File: config.mk
export PLATFORM = sky130hd
export DESIGN_NAME = tlv_sdnv_length_parser
export DESIGN_NICKNAME = d
export VERILOG_FILES = /design/src/design/tlvsdnv_pkg.sv /design/src/design/tlvsdnv_parse.sv /design/src/design/tlvsdnv_queue.sv /design/src/design/tlvsdnv_out.sv /design/src/design/tlv_sdnv_length_parser.sv
export SDC_FILE = /design/constraint.sdc
export NUM_CORES = 1
export LEC_CHECK = 0
export CAP_MARGIN = 5
export CORE_UTILIZATION = 35
export DETAILED_ROUTE_END_ITERATION = 10
export DONT_BUFFER_PORTS = 1
export SLEW_MARGIN = 10
export SYNTH_ARGS = -nofsm -noshare
export SYNTH_HDL_FRONTEND = slang
export SYNTH_HIERARCHICAL = 1
export SYNTH_SLANG_ARGS = --single-unit
File: constraint.sdc
create_clock -name clock -period 7.48 [get_ports clock]
set_input_delay 0.748 -clock clock [delete_from_list [all_inputs] [get_ports clock]]
set_output_delay 0.748 -clock clock [all_outputs]
set_load 0.01 [all_outputs]
File: src/design/tlvsdnv_pkg.sv
// ----------------------------------------------------------------------------
// tlvsdnv_pkg
// Shared types and codes for the TLV parser with SDNV-coded lengths.
// ----------------------------------------------------------------------------
`default_nettype none

package tlvsdnv_pkg;

   localparam int BYTE_W    = 8;
   localparam int OUT_LEN_W = 32;
   localparam int CFG_W     = 32;
   localparam int ROLE_W    = 2;
   localparam int ERR_W     = 3;
   localparam int QUEUE_DEPTH = 2;

   localparam logic [ROLE_W-1:0] ROLE_TYPE   = 2'd0;
   localparam logic [ROLE_W-1:0] ROLE_LENGTH = 2'd1;
   localparam logic [ROLE_W-1:0] ROLE_VALUE  = 2'd2;
   localparam logic [ROLE_W-1:0] ROLE_IGNORE = 2'd3;

   localparam logic [ERR_W-1:0] ERR_NONE       = 3'd0;
   localparam logic [ERR_W-1:0] ERR_END_TYPE   = 3'd1;
   localparam logic [ERR_W-1:0] ERR_END_LENGTH = 3'd2;
   localparam logic [ERR_W-1:0] ERR_END_VALUE  = 3'd3;
   localparam logic [ERR_W-1:0] ERR_OVER_LIMIT = 3'd4;

   localparam int TDATA_FIELDS_W = BYTE_W + BYTE_W + OUT_LEN_W + OUT_LEN_W + 1 + ERR_W;
   localparam int RSP_TDATA_W    = ((TDATA_FIELDS_W + 7) / 8) * 8;

   typedef struct packed {
      logic [ROLE_W-1:0]    byte_role;
      logic [BYTE_W-1:0]    item_kind;
      logic [BYTE_W-1:0]    value_byte;
      logic [OUT_LEN_W-1:0] value_index;
      logic [OUT_LEN_W-1:0] value_len;
      logic                 item_end;
      logic                 buffer_end;
      logic [ERR_W-1:0]     error_code;
   } result_type;

endpackage

`default_nettype wire

File: src/design/tlvsdnv_parse.sv
// ----------------------------------------------------------------------------
// tlvsdnv_parse
// Front end: takes one buffer byte per transfer, tracks the TLV phase,
// decodes the SDNV length and tags the byte.
// ----------------------------------------------------------------------------
`default_nettype none

module tlvsdnv_parse
   import tlvsdnv_pkg::*;
#(
   parameter int LEN_WIDTH = 32
) (
   input  wire logic              clock,
   input  wire logic              reset,
   input  wire logic              accept,
   input  wire logic [BYTE_W-1:0] data_byte,
   input  wire logic              last_byte,
   input  wire logic [CFG_W-1:0]  max_len,
   output result_type             result
);

   localparam int CW = (LEN_WIDTH > OUT_LEN_W) ? LEN_WIDTH : OUT_LEN_W;

   localparam logic [1:0] PH_TYPE   = 2'd0;
   localparam logic [1:0] PH_LENGTH = 2'd1;
   localparam logic [1:0] PH_VALUE  = 2'd2;

   logic [1:0]           phase_ff, phase_in;
   logic [BYTE_W-1:0]    type_ff, type_in;
   logic [LEN_WIDTH-1:0] acc_ff, acc_in;
   logic [LEN_WIDTH-1:0] rem_ff, rem_in;
   logic [LEN_WIDTH-1:0] cnt_ff, cnt_in;
   logic                 err_ff, err_in;

   logic [LEN_WIDTH-1:0] acc_shift;
   logic [CW-1:0]        acc_shift_ext;
   logic [CW-1:0]        acc_ext;
   logic [CW-1:0]        cnt_ext;

   assign acc_shift     = {acc_ff[LEN_WIDTH-8:0], data_byte[6:0]};
   assign acc_shift_ext = CW'(acc_shift);
   assign acc_ext       = CW'(acc_ff);
   assign cnt_ext       = CW'(cnt_ff);

   always_comb begin
      phase_in = phase_ff;
      type_in  = type_ff;
      acc_in   = acc_ff;
      rem_in   = rem_ff;
      cnt_in   = cnt_ff;
      err_in   = err_ff;

      result.byte_role    = ROLE_IGNORE;
      result.item_kind    = '0;
      result.value_byte   = '0;
      result.value_index  = '0;
      result.value_len    = '0;
      result.item_end     = 1'b0;
      result.buffer_end   = last_byte;
      result.error_code   = ERR_NONE;

      if (!err_ff) begin
         unique case (phase_ff)
            PH_TYPE: begin
               result.byte_role = ROLE_TYPE;
               result.item_kind = data_byte;
               type_in          = data_byte;
               acc_in           = '0;
               if (last_byte) begin
                  result.error_code = ERR_END_TYPE;
               end else begin
                  phase_in = PH_LENGTH;
               end
            end
            PH_LENGTH: begin
               result.byte_role = ROLE_LENGTH;
               result.item_kind = type_ff;
               if (acc_ff[LEN_WIDTH-1 -: 7] != 7'd0) begin
                  result.error_code = ERR_OVER_LIMIT;
               end else begin
                  acc_in = acc_shift;
                  if (data_byte[7]) begin
                     if (last_byte) begin
                        result.error_code = ERR_END_LENGTH;
                     end
                  end else if (acc_shift_ext > CW'(max_len)) begin
                     result.error_code = ERR_OVER_LIMIT;
                  end else begin
                     result.value_len = acc_shift_ext[OUT_LEN_W-1:0];
                     if (acc_shift == '0) begin
                        result.item_end = 1'b1;
                        phase_in        = PH_TYPE;
                     end else if (last_byte) begin
                        result.error_code = ERR_END_VALUE;
                     end else begin
                        rem_in   = acc_shift;
                        cnt_in   = '0;
                        phase_in = PH_VALUE;
                     end
                  end
               end
            end
            default: begin
               result.byte_role    = ROLE_VALUE;
               result.item_kind    = type_ff;
               result.value_byte   = data_byte;
               result.value_index  = cnt_ext[OUT_LEN_W-1:0];
               result.value_len    = acc_ext[OUT_LEN_W-1:0];
               cnt_in = cnt_ff + LEN_WIDTH'(1);
               rem_in = rem_ff - LEN_WIDTH'(1);
               if (rem_ff == LEN_WIDTH'(1)) begin
                  result.item_end = 1'b1;
                  phase_in        = PH_TYPE;
               end else if (last_byte) begin
                  result.error_code = ERR_END_VALUE;
               end
            end
         endcase
      end

      if (result.error_code != ERR_NONE) begin
         err_in = 1'b1;
      end
      if (last_byte) begin
         phase_in = PH_TYPE;
         acc_in   = '0;
         rem_in   = '0;
         cnt_in   = '0;
         err_in   = 1'b0;
      end
   end

   always_ff @(posedge clock) begin
      if (reset) begin
         phase_ff <= PH_TYPE;
         type_ff  <= '0;
         acc_ff   <= '0;
         rem_ff   <= '0;
         cnt_ff   <= '0;
         err_ff   <= 1'b0;
      end else if (accept) begin
         phase_ff <= phase_in;
         type_ff  <= type_in;
         acc_ff   <= acc_in;
         rem_ff   <= rem_in;
         cnt_ff   <= cnt_in;
         err_ff   <= err_in;
      end
   end

endmodule

`default_nettype wire

File: src/design/tlvsdnv_queue.sv
// ----------------------------------------------------------------------------
// tlvsdnv_queue
// Short register queue of tagged results between front and back ends.
// ----------------------------------------------------------------------------
`default_nettype none

module tlvsdnv_queue
   import tlvsdnv_pkg::*;
(
   input  wire logic       clock,
   input  wire logic       reset,
   input  wire logic       push,
   input  wire result_type push_data,
   output logic            full,
   input  wire logic       pop,
   output logic            not_empty,
   output result_type      head
);

   localparam int PW = (QUEUE_DEPTH > 1) ? $clog2(QUEUE_DEPTH) : 1;
   localparam int CNT_W = $clog2(QUEUE_DEPTH + 1);

   result_type       slot_ff [QUEUE_DEPTH];
   logic [PW-1:0]    wr_ff, wr_in;
   logic [PW-1:0]    rd_ff, rd_in;
   logic [CNT_W-1:0] count_ff, count_in;

   assign full      = (count_ff == CNT_W'(QUEUE_DEPTH));
   assign not_empty = (count_ff != '0);
   assign head      = slot_ff[rd_ff];

   always_comb begin
      wr_in    = wr_ff;
      rd_in    = rd_ff;
      count_in = count_ff;
      if (push) begin
         wr_in = (wr_ff == PW'(QUEUE_DEPTH - 1)) ? '0 : wr_ff + PW'(1);
      end
      if (pop) begin
         rd_in = (rd_ff == PW'(QUEUE_DEPTH - 1)) ? '0 : rd_ff + PW'(1);
      end
      if (push && !pop) begin
         count_in = count_ff + CNT_W'(1);
      end else if (pop && !push) begin
         count_in = count_ff - CNT_W'(1);
      end
   end

   always_ff @(posedge clock) begin
      if (reset) begin
         wr_ff    <= '0;
         rd_ff    <= '0;
         count_ff <= '0;
      end else begin
         wr_ff    <= wr_in;
         rd_ff    <= rd_in;
         count_ff <= count_in;
      end
   end

   always_ff @(posedge clock) begin
      if (push) begin
         slot_ff[wr_ff] <= push_data;
      end
   end

endmodule

`default_nettype wire

File: src/design/tlvsdnv_out.sv
// ----------------------------------------------------------------------------
// tlvsdnv_out
// Back end: output register that drains the queue and packs the result
// stream.
// ----------------------------------------------------------------------------
`default_nettype none

module tlvsdnv_out
   import tlvsdnv_pkg::*;
(
   input  wire logic                   clock,
   input  wire logic                   reset,
   input  wire logic                   q_not_empty,
   input  wire result_type             q_head,
   output logic                        q_pop,
   output logic                        rsp_tvalid,
   input  wire logic                   rsp_tready,
   output logic [RSP_TDATA_W-1:0]      rsp_tdata,
   output logic [ROLE_W-1:0]           rsp_tuser,
   output logic                        rsp_tlast
);

   logic       valid_ff;
   result_type res_ff;

   assign q_pop = q_not_empty && (!valid_ff || rsp_tready);

   always_ff @(posedge clock) begin
      if (reset) begin
         valid_ff <= 1'b0;
      end else if (q_pop) begin
         valid_ff <= 1'b1;
      end else if (rsp_tready) begin
         valid_ff <= 1'b0;
      end
   end

   always_ff @(posedge clock) begin
      if (q_pop) begin
         res_ff <= q_head;
      end
   end

   assign rsp_tvalid = valid_ff;
   assign rsp_tuser  = res_ff.byte_role;
   assign rsp_tlast  = res_ff.buffer_end;
   assign rsp_tdata  = RSP_TDATA_W'({res_ff.error_code, res_ff.item_end,
                                    res_ff.value_len, res_ff.value_index,
                                    res_ff.value_byte, res_ff.item_kind});

endmodule

`default_nettype wire

File: src/design/tlv_sdnv_length_parser.sv
// ----------------------------------------------------------------------------
// tlv_sdnv_length_parser
// Byte-serial TLV buffer parser with SDNV-coded lengths and a length limit.
// ----------------------------------------------------------------------------
//   channel  dir  handshake          payload
//   req_     in   tvalid/tready      tdata = data_byte, tlast = last_byte
//   rsp_     out  tvalid/tready      tdata = tag fields, tuser = byte_role,
//                                    tlast = buffer_end
//   csr_     in   valid/ready        data = max_field_length
//
// One byte per cycle while the queue has room; a result passes through a queue
// slot, then the output register, before its transfer.
// The parse state advances once per accepted byte, which sets the rate.
// A two-entry queue plus the output register absorb rsp_ backpressure;
// req_tready drops only when the queue is full.
// Reset is synchronous; the limit register resets to all ones.
// ----------------------------------------------------------------------------
`default_nettype none

module tlv_sdnv_length_parser
   import tlvsdnv_pkg::*;
#(
   parameter int LEN_WIDTH = 32
) (
   input  wire logic                   clock,
   input  wire logic                   reset,
   input  wire logic                   req_tvalid,
   output logic                        req_tready,
   input  wire logic [BYTE_W-1:0]      req_tdata,   // [7:0] data_byte
   input  wire logic                   req_tlast,
   output logic                        rsp_tvalid,
   input  wire logic                   rsp_tready,
   // [7:0] item_kind, [15:8] value_byte, [47:16] value_index,
   // [79:48] value_len, [80] item_end, [83:81] error_code, rest zero
   output logic [RSP_TDATA_W-1:0]      rsp_tdata,
   output logic [ROLE_W-1:0]           rsp_tuser,   // [1:0] byte_role
   output logic                        rsp_tlast,
   input  wire logic                   csr_valid,
   output logic                        csr_ready,
   input  wire logic [CFG_W-1:0]       csr_data     // [31:0] max_field_length
);

   logic [CFG_W-1:0] max_len_ff;
   logic             accept;
   logic             q_full;
   logic             q_not_empty;
   logic             q_pop;
   result_type       parsed;
   result_type       q_head;

   assign csr_ready  = 1'b1;
   assign req_tready = !q_full;
   assign accept     = req_tvalid && req_tready;

   always_ff @(posedge clock) begin
      if (reset) begin
         max_len_ff <= '1;
      end else if (csr_valid && csr_ready) begin
         max_len_ff <= csr_data;
      end
   end

   tlvsdnv_parse #(
      .LEN_WIDTH (LEN_WIDTH)
   ) u_parse (
      .clock     (clock),
      .reset     (reset),
      .accept    (accept),
      .data_byte (req_tdata),
      .last_byte (req_tlast),
      .max_len   (max_len_ff),
      .result    (parsed)
   );

   tlvsdnv_queue u_queue (
      .clock     (clock),
      .reset     (reset),
      .push      (accept),
      .push_data (parsed),
      .full      (q_full),
      .pop       (q_pop),
      .not_empty (q_not_empty),
      .head      (q_head)
   );

   tlvsdnv_out u_out (
      .clock       (clock),
      .reset       (reset),
      .q_not_empty (q_not_empty),
      .q_head      (q_head),
      .q_pop       (q_pop),
      .rsp_tvalid  (rsp_tvalid),
      .rsp_tready  (rsp_tready),
      .rsp_tdata   (rsp_tdata),
      .rsp_tuser   (rsp_tuser),
      .rsp_tlast   (rsp_tlast)
   );

endmodule

`default_nettype wire

==> results of run 1 <==
-- layout make-up --
cell class                 instances  area [µm²]  area share [%]
tap                              672         841            4.28
clock inverter                    21         171           0.873
sequential                       406       10700            54.7
timing repair buffer              16         120           0.612
inverter                          54         203            1.03
antenna                            1        2.50          0.0127
clock buffer                      54        1140            5.79
multi-input combinational        935        6420            32.7
-- per-layer routing --
layer	vias up	part of all wire, %	global-route usage (%)
met4	2	2.7	5.74
met1	5798	44	22.7
met5	-	0.030	0
met2	403	46	25.9
met3	72	7.1	3.79
li1	5554	-	-
-- worst max-delay path, stage by stage (launching register included) --
cell and delay (ns):
dfxtp_1 0.54, inv_1 0.91, o21ai_0 0.50, or2_1 0.39
o31a_1 0.29, buf_4 0.26, nor2_2 0.79, a311oi_1 0.21
-- logic make-up (layout without fill, tap and decap cells) --
logic type                 after synthesis  in the layout
and+or+nand+nor                        448            448
DFF                                    406            406
AOI/OAI and AO/OA                      348            348
buffers and inverters                  157            145
muxes                                   92             92
adders and majority gates               36             36
xor gates and xnor gates                 6              6
other                                    2              6
-- metrics by stage --
step	setup WS [ns]	cell area (µm²)	std cells
floorplan	1.87	17800	1498
global placement	3.72	18300	2083
detailed placement	3.55	18300	2083
CTS	3.58	19600	2158
global route	3.03	19600	2158
finish	3.39	19600	2159
-- state kept, by name (all words and copies together) (netlist names), 2 cells and up, named ones only --
name	flops
u_parse/type_ff	8
u_out/rsp_tdata	84
u_queue/slot_ff	174
u_queue/count_ff	2
u_out/rsp_tuser	2
max_len_ff	32
u_parse/rem_ff	32
u_parse/phase_ff	2
u_parse/cnt_ext	32
u_parse/acc_ext	32
-- power groups by stage --
| stage | registers, mW | logic (mW) | clock network, mW |
|---|---|---|---|
| CTS | 3.32 | 1.20 | 2.07 |
| global route | 3.36 | 1.30 | 2.15 |
| finish | 3.31 | 1.20 | 2.01 |
| detailed placement | 3.36 | 1.19 | 0 |
| floorplan | 3.28 | 0.942 | 0 |
| global placement | 3.35 | 1.18 | 0 |
-- path summary, 6_finish.rpt --
| path | cells after the start | endpoint | start |
|---|---|---|---|
| worst max-delay path | 7 | u_parse/cnt_ext[10]$_SDFFE_PP0P_ | u_parse/err_ff$_SDFFE_PP0P_ |
| worst min-delay path | 1 | u_out/rsp_tvalid$_SDFFE_PP0P_ | reset |
| worst max register to register | 7 | u_parse/cnt_ext[10]$_SDFFE_PP0P_ | u_parse/err_ff$_SDFFE_PP0P_ |
| worst min register to register | 2 | u_parse/type_ff[3]$_SDFFE_PP0P_ | u_parse/type_ff[3]$_SDFFE_PP0P_ |
-- layout by cell type, fill, tap and decap left out, types with 34 or more instances in the layout --
master,instances
dfxtp_1,144
edfxtp_1,261
ha_1,36
nor2b_1,37
a22o_1,34
mux2_2,57
and3_1,46
nor3_1,38
clkbuf_16,43
inv_1,53
nand2_1,114
o21ai_0,47
nor2_1,57
nand3_1,58
a21oi_1,114
==> out/qor.yml, run 1 <==
whs_ns: 0.294
p_leak_nw: 7.12
gp_congestion: 0.857
p_clk_share_pct: 30.9
grt_max_degree: 134
dp_hpwl_um: 27700
synth_fa_ha_area_share_pct: 2.53
p_per_area_nw_per_um2: 332
synthTopCellsByArea: "edfxtp_1, dfxtp_1, mux2_2"
pwr-share-comb_pct: 18.4
grt_pass1_vias: 11300
io_pins: 140
cts_buffer_depth: 3
synth_mux_area_share_pct: 6.42
setup_viol: 0
nNetsFinal: 1536
dieArea_um2: 51800
port_buffers: 0
wl_um: 43300
overflow: 0
cts_resized: 0
synth_compound_area_share_pct: 13.3
via_per_inst: 5.48
synth-main-ff-cell: "edfxtp_1"
worst_setup_path_start_kind: "flop"
area_growth_pct: 10.3
ys_types: 81
crit_required_ns: 7.85
peakVddDrop_v: 0.000228
die_h_um: 228
cap_viol_max_count: 0
rrSetupSlack_ns: 3.39
synth_top_cells_by_count: "edfxtp_1, dfxtp_1, a21oi_1, nand2_1, clkbuf_1"
intPower_mw: 4.60
synth_edf_count: 261
drc: 0
ant_nets: 0
swShare_pct: 29.4
synth.most_common_cell: "edfxtp_1"
clkTransAtPathRegs_ns: 0.06
synthXorXnorAreaFrac_pct: 0.295
tns_ns: 0
post_drt_wl_per_cell_um: 20.0
period_share_pct: 54.7
finalHoldViolations: 0
seqPwrFrac_pct: 50.8
power.total_mw: 6.51
grt_usage_pct: 16.6
yosysWarnings: 6
drt_iter0_markers: 1076
fmax_mhz: 244
first_pass_iters: 5
utilization_pct: 39.1
start_util_pct: 35.5
status: "complete, no violations"
cts_tree: "done"
rows: 82
fp.dieW_um: 228
cts-buffers-inserted: 41
postCtsHoldBufs: 0
cts_max_level: 2
post_cts_buffers: 0
clkSinkCount: 406
maxSlewHeadroom_pct: 13.5
synth-simple-area-share_pct: 13.1
drive_gt1_share_pct: 12.9
syn_avg_cell_area_um2: 11.9
root_buffer: "clkbuf_16"
tightest_slew_ns: 1.26
synthesis.area_um2: 17800
num-fill-cells: 4678
synth_top_cell_area_share_pct: 44.0
finClkSkew_ns: 0.0151
synth-seq-area-share_pct: 60.3
switchingPower_mw: 1.91
crit_type: "reg -> reg"
worst-path-max-fanout: 44
core_um2: 50200
synth_top_area_cell: "edfxtp_1"
critPathCaptureType: "flop"
synth_top_family_by_area: "compound AO/OA/AOI/OAI gates"
slew_violations: 0
arrival_ns: 4.47
hold_class: "in -> reg"
clock_latency_ns: 0.54
fin_crit_ns: 4.09
antenna_found_initial: 1
rsz0062_at_grt: "no"
vias: 11800
async_flop_share_pct: 0
grt_pass1_wl_um: 66800
synthCells: 1495
synth_seq_cells: 406
No activity file was read; power rests on OpenSTA's default activity.
==> inputs of run 2 (changes only) <==
Clock period 7.48 ns to 3.8 ns, I/O delays scaled along.
==> run 2 against run 1 <==
  * Via count up 3.8%
  * Critical endpoint is now u_queue/slot_ff[1][1]$_DFFE_PP_
  * Sequential power up 95%
  * Clock skew up 0.0038 ns
  * Critical path type unchanged
  * Highest routed layer is now met4
  * Non-clock buffer count up 97
  * Total power up 100%
  * Largest cell class unchanged
==> out/qor.yml, run 2 (synthesis results as in run 1) <==
status: "complete, no violations"
fp.dieW_um: 228
layout_common_cells: "edfxtp_1, dfxtp_1, nand2_1, a21oi_1, dlygate4sd3_1"
io_pins: 140
nNetsFinal: 1635
ant_nets: 0
tightest_slew_ns: 1.01
dieArea_um2: 51800
crit_required_ns: 4.22
rrSetupSlack_ns: 0.36
setup_viol: 0
period_share_pct: 90.6
rows: 82
area_growth_pct: 16.5
utilization_pct: 41.3
gp_congestion: 0.922
cap_viol_max_count: 0
dp_hpwl_um: 29100
cts-buffers-inserted: 43
drc: 0
diodes: 0
crit_type: "reg -> reg"
first_pass_iters: 5
start_util_pct: 35.5
critPathCaptureType: "flop"
clock_latency_ns: 0.58
clkTransAtPathRegs_ns: 0.06
root_buffer: "clkbuf_16"
rr_startpoint: "u_parse/acc_ext[15]$_SDFFE_PP0P_"
arrival_ns: 3.86
drive_gt1_share_pct: 14.1
p_per_area_nw_per_um2: 643
worst-path-max-fanout: 7
cts_tree: "done"
worst_setup_path_start_kind: "flop"
setup_slack_ns: 0.357
min_from: "reset"
core_um2: 50200
largest_register_ffs: 174
die_h_um: 228
hold_class: "in -> reg"
cts_max_level: 2
overflow: 0
grt_pass1_vias: 12000
via_per_inst: 5.44
finalHoldViolations: 0
finClkSkew_ns: 0.0189
grt_pass1_wl_um: 72100
clkSinkCount: 406
grt_max_degree: 114
crit_path_start: "u_parse/acc_ext[15]$_SDFFE_PP0P_"
fin_crit_ns: 3.44
slew_violations: 0
p_leak_nw: 7.58
rsz0062_at_grt: "no"
tns_ns: 0
maxSlewHeadroom_pct: 30.9
post_cts_buffers: 0
port_buffers: 0
layout_commonest_cell: "edfxtp_1"
grt_usage_pct: 18.4
vias: 12300
drt_iter0_markers: 944
regMostFlops: "u_queue/slot_ff"
post_drt_wl_per_cell_um: 21.1
fmax_mhz: 290
antenna_found_initial: 0
dp_cells: 2104
peakVddDrop_v: 0.000423
place_ws_ns: 0.454
stdcell_count: 2259
cts_buffer_depth: 3
wl_um: 47600
[run 2: cell types whose count changed in the layout (fill, tap and decap cells not counted), sizes merged]
cell         before  now
dlygate4sd3       0   75
inv              54   57
clkinv           16   10
clkbuf           54   60
diode             1    0
clkinvlp          2    3
buf              16   38
[run 2: worst max-delay path, cell delays in order, from the launching register on]
cell       delay (ns)
dfxtp_1          0.63
ha_1             0.35
nand4_1          0.20
nor3_1           0.07
a221oi_1         0.28
o211ai_1         0.29
a2111oi_0        0.94
buf_4            0.25
o21ai_0          0.08
a21oi_1          0.18
[run 2: metrics by stage]
stage | hold WS (ns) | power [mW] | area (µm²)
after floorplan | 0.437 | 8.30 | 17800
final | 0.0300 | 13.3 | 20700
after CTS | 0.00190 | 13.5 | 20700
after detailed placement | 0.443 | 9.07 | 18500
after global routing | 0.0114 | 13.9 | 20700
after global placement | 0.440 | 9.03 | 18500
[run 2: final cells by class]
| cell class | instances | area [µm²] |
|---|---|---|
| fill | 4624 | 29400 |
| sequential | 406 | 10700 |
| multi-input combinational | 935 | 6410 |
| clock buffer | 60 | 1230 |
| timing repair buffer | 113 | 1090 |
| tap | 672 | 841 |
| clock inverter | 19 | 209 |
| inverter | 54 | 203 |
[run 2: worst paths after layout]
path	cells after the start	to
min	2	u_parse/rem_ff[20]$_SDFFE_PP0P_
max reg2reg	9	u_queue/slot_ff[1][1]$_DFFE_PP_
min reg2reg	2	u_parse/type_ff[5]$_SDFFE_PP0P_
max	9	u_queue/slot_ff[1][1]$_DFFE_PP_
[run 2: report_power, final]
| group | leakage [nW] | internal [mW] | switching (mW) |
|---|---|---|---|
| Combinational | 3.19 | 0.990 | 1.62 |
| Clock | 0.698 | 2.49 | 1.77 |
| Sequential | 3.70 | 5.87 | 0.587 |
[run 2: layer usage]
| metal | vias to the layer above | GRT usage (%) | share of wire [%] |
|---|---|---|---|
| li1 | 5742 | - | - |
| met1 | 6038 | 24.7 | 44 |
| met2 | 421 | 28.5 | 46 |
| met3 | 78 | 4.36 | 7.0 |
| met4 | 0 | 7.04 | 3.2 |
| met5 | - | 0 | 0 |
[run 2: repair_timing]
| action | CTS | global route |
|---|---|---|
| hold buffers | 76 | 0 |
| resized for setup | 0 | 0 |
| endpoints found under the hold margin | 120 | 0 |
==> inputs of run 3 (changes only) <==
==> constraint.sdc (replaced) <==
create_clock -name clock -period 3.8 [get_ports clock]
set_input_delay 0.76 -clock clock [delete_from_list [all_inputs] [get_ports clock]]
set_output_delay 0.76 -clock clock [all_outputs]
set_load 0.01 [all_outputs]
==> run 3 against run 2 <==
  * Clock skew is essentially flat
  * Sequential cell count unchanged
  * Critical path depth is the same
  * Register-to-register slack better by 0.21 ns
==> out/qor.yml, run 3 (synthesis results as in run 1) <==
status: "complete, no violations"
worst-path-max-fanout: 7
cts_buffer_depth: 3
cp_num_buf_inv: 1
post_drt_wl_per_cell_um: 20.6
tns_ns: 0
clkSinkCount: 406
hold_class: "in -> reg"
path_cells: "ha_1 -> a21oi_1 -> o21ai_0 -> a221oi_1 -> o211ai_1 -> a2111oi_0 -> buf_4 -> o21ai_0 -> a21oi_1"
cts-buffers-inserted: 42
post_cts_buffers: 0
maxSlewHeadroom_pct: 29.8
grt_pass1_vias: 11500
first_pass_iters: 5
grt_max_degree: 134
area_growth_pct: 12.5
drive_gt1_share_pct: 15.1
period_share_pct: 85.2
nNetsFinal: 1573
crit_family: "compound AO/OA/AOI/OAI gates"
cts_tree: "done"
rows: 82
clkTransAtPathRegs_ns: 0.06
wl_um: 45200
setup_viol: 0
die_h_um: 228
worst_setup_path_start_kind: "flop"
start_util_pct: 35.5
regMostFlops: "u_queue/slot_ff"
rsz0062_at_grt: "no"
slew_violations: 0
drt_iter0_markers: 933
gp_congestion: 0.964
critPathCaptureType: "flop"
overflow: 0
cts_max_level: 2
grt_pass1_wl_um: 69800
power.total_mw: 13.1
diodes: 0
dp_cells: 2119
antenna_found_initial: 3
fin_crit_ns: 3.24
crit_required_ns: 4.18
peakVddDrop_v: 0.000294
finalHoldViolations: 0
crit_type: "reg -> reg"
largest_register_ffs: 174
port_buffers: 0
core_um2: 50200
root_buffer: "clkbuf_16"
stdcell_count: 2197
via_per_inst: 5.44
drc: 0
cts_resized: 0
grt_usage_pct: 17.6
cpPeakStageDelay_ns: 0.72
fp.dieW_um: 228
utilization_pct: 39.9
layout_commonest_cell: "edfxtp_1"
arrival_ns: 3.61
rrSetupSlack_ns: 0.56
clock_latency_ns: 0.57
crit_slowest_cell: "a2111oi_0"
dieArea_um2: 51800
layout_common_cells: "edfxtp_1, dfxtp_1, nand2_1, a21oi_1, nand3_1"
io_pins: 140
finClkSkew_ns: 0.0184
p_leak_nw: 7.35
postCtsHoldBufs: 0
dp_hpwl_um: 30000
cap_viol_max_count: 0
vias: 12000
p_per_area_nw_per_um2: 653
ant_nets: 0
tightest_slew_ns: 1.05
fmax_mhz: 309
run 3: changes by cell type in the layout (fill, tap and decap cells not counted), moves of 2 or more:
cell           previous run  this run
clkbuf_1                  9        14
clkinv_2                  4         7
inv_6                     2         0
clkinv_8                  0         2
clkbuf_8                  7         1
buf_12                    3         6
inv_16                    2         0
buf_4                    34        46
dlygate4sd3_1            75         0
run 3: layout make-up:
cell class | instances | area, µm²
Sequential cell | 406 | 10700
Clock buffer | 58 | 1140
Timing Repair Buffer | 52 | 465
Clock inverter | 20 | 221
Fill cell | 4711 | 30100
Multi-Input combinational cell | 935 | 6400
Tap cell | 672 | 841
Inverter | 54 | 203
run 3: metal layers:
metal | global-route usage [%] | wire length (µm) | vias up
met1 | 24.3 | 20400 | 5834
met4 | 5.93 | 1230 | 4
met3 | 4.18 | 3200 | 86
met2 | 26.8 | 20300 | 410
met5 | 0 | 27 | -
li1 | - | - | 5621
run 3: worst reg2reg max path, cell delays in order, from the launching register on:
cell	delay (ns)
dfxtp_1	0.57
ha_1	0.33
a21oi_1	0.13
o21ai_0	0.15
a221oi_1	0.27
o211ai_1	0.31
a2111oi_0	0.72
buf_4	0.23
o21ai_0	0.08
a21oi_1	0.26
run 3: power breakdown:
group	internal, mW	total (mW)	switching [mW]	leakage (nW)
Combinational	0.960	2.44	1.48	2.99
Clock	2.39	4.08	1.69	0.659
Sequential	5.87	6.55	0.680	3.70
Total	9.21	13.1	3.85	7.35
run 3: path summary, 6_finish.rpt:
check / start / end / cells past startpoint
worst max-delay path: u_parse/acc_ext[10]$_SDFFE_PP0P_ / u_queue/slot_ff[1][1]$_DFFE_PP_ / 9
worst max register to register: u_parse/acc_ext[10]$_SDFFE_PP0P_ / u_queue/slot_ff[1][1]$_DFFE_PP_ / 9
worst min-delay path: reset / u_out/rsp_tvalid$_SDFFE_PP0P_ / 1
worst min register to register: u_parse/type_ff[3]$_SDFFE_PP0P_ / u_parse/type_ff[3]$_SDFFE_PP0P_ / 2
run 3: metrics by stage:
stage | hold slack, ns | worst slack [ns] | instance area [µm²]
floorplan | 0.437 | 0.0729 | 17800
global placement | 0.440 | 0.697 | 18700
detailed placement | 0.446 | 0.668 | 18700
CTS | 0.240 | 0.648 | 20000
global route | 0.263 | 0.429 | 20000
finish | 0.263 | 0.564 | 20000
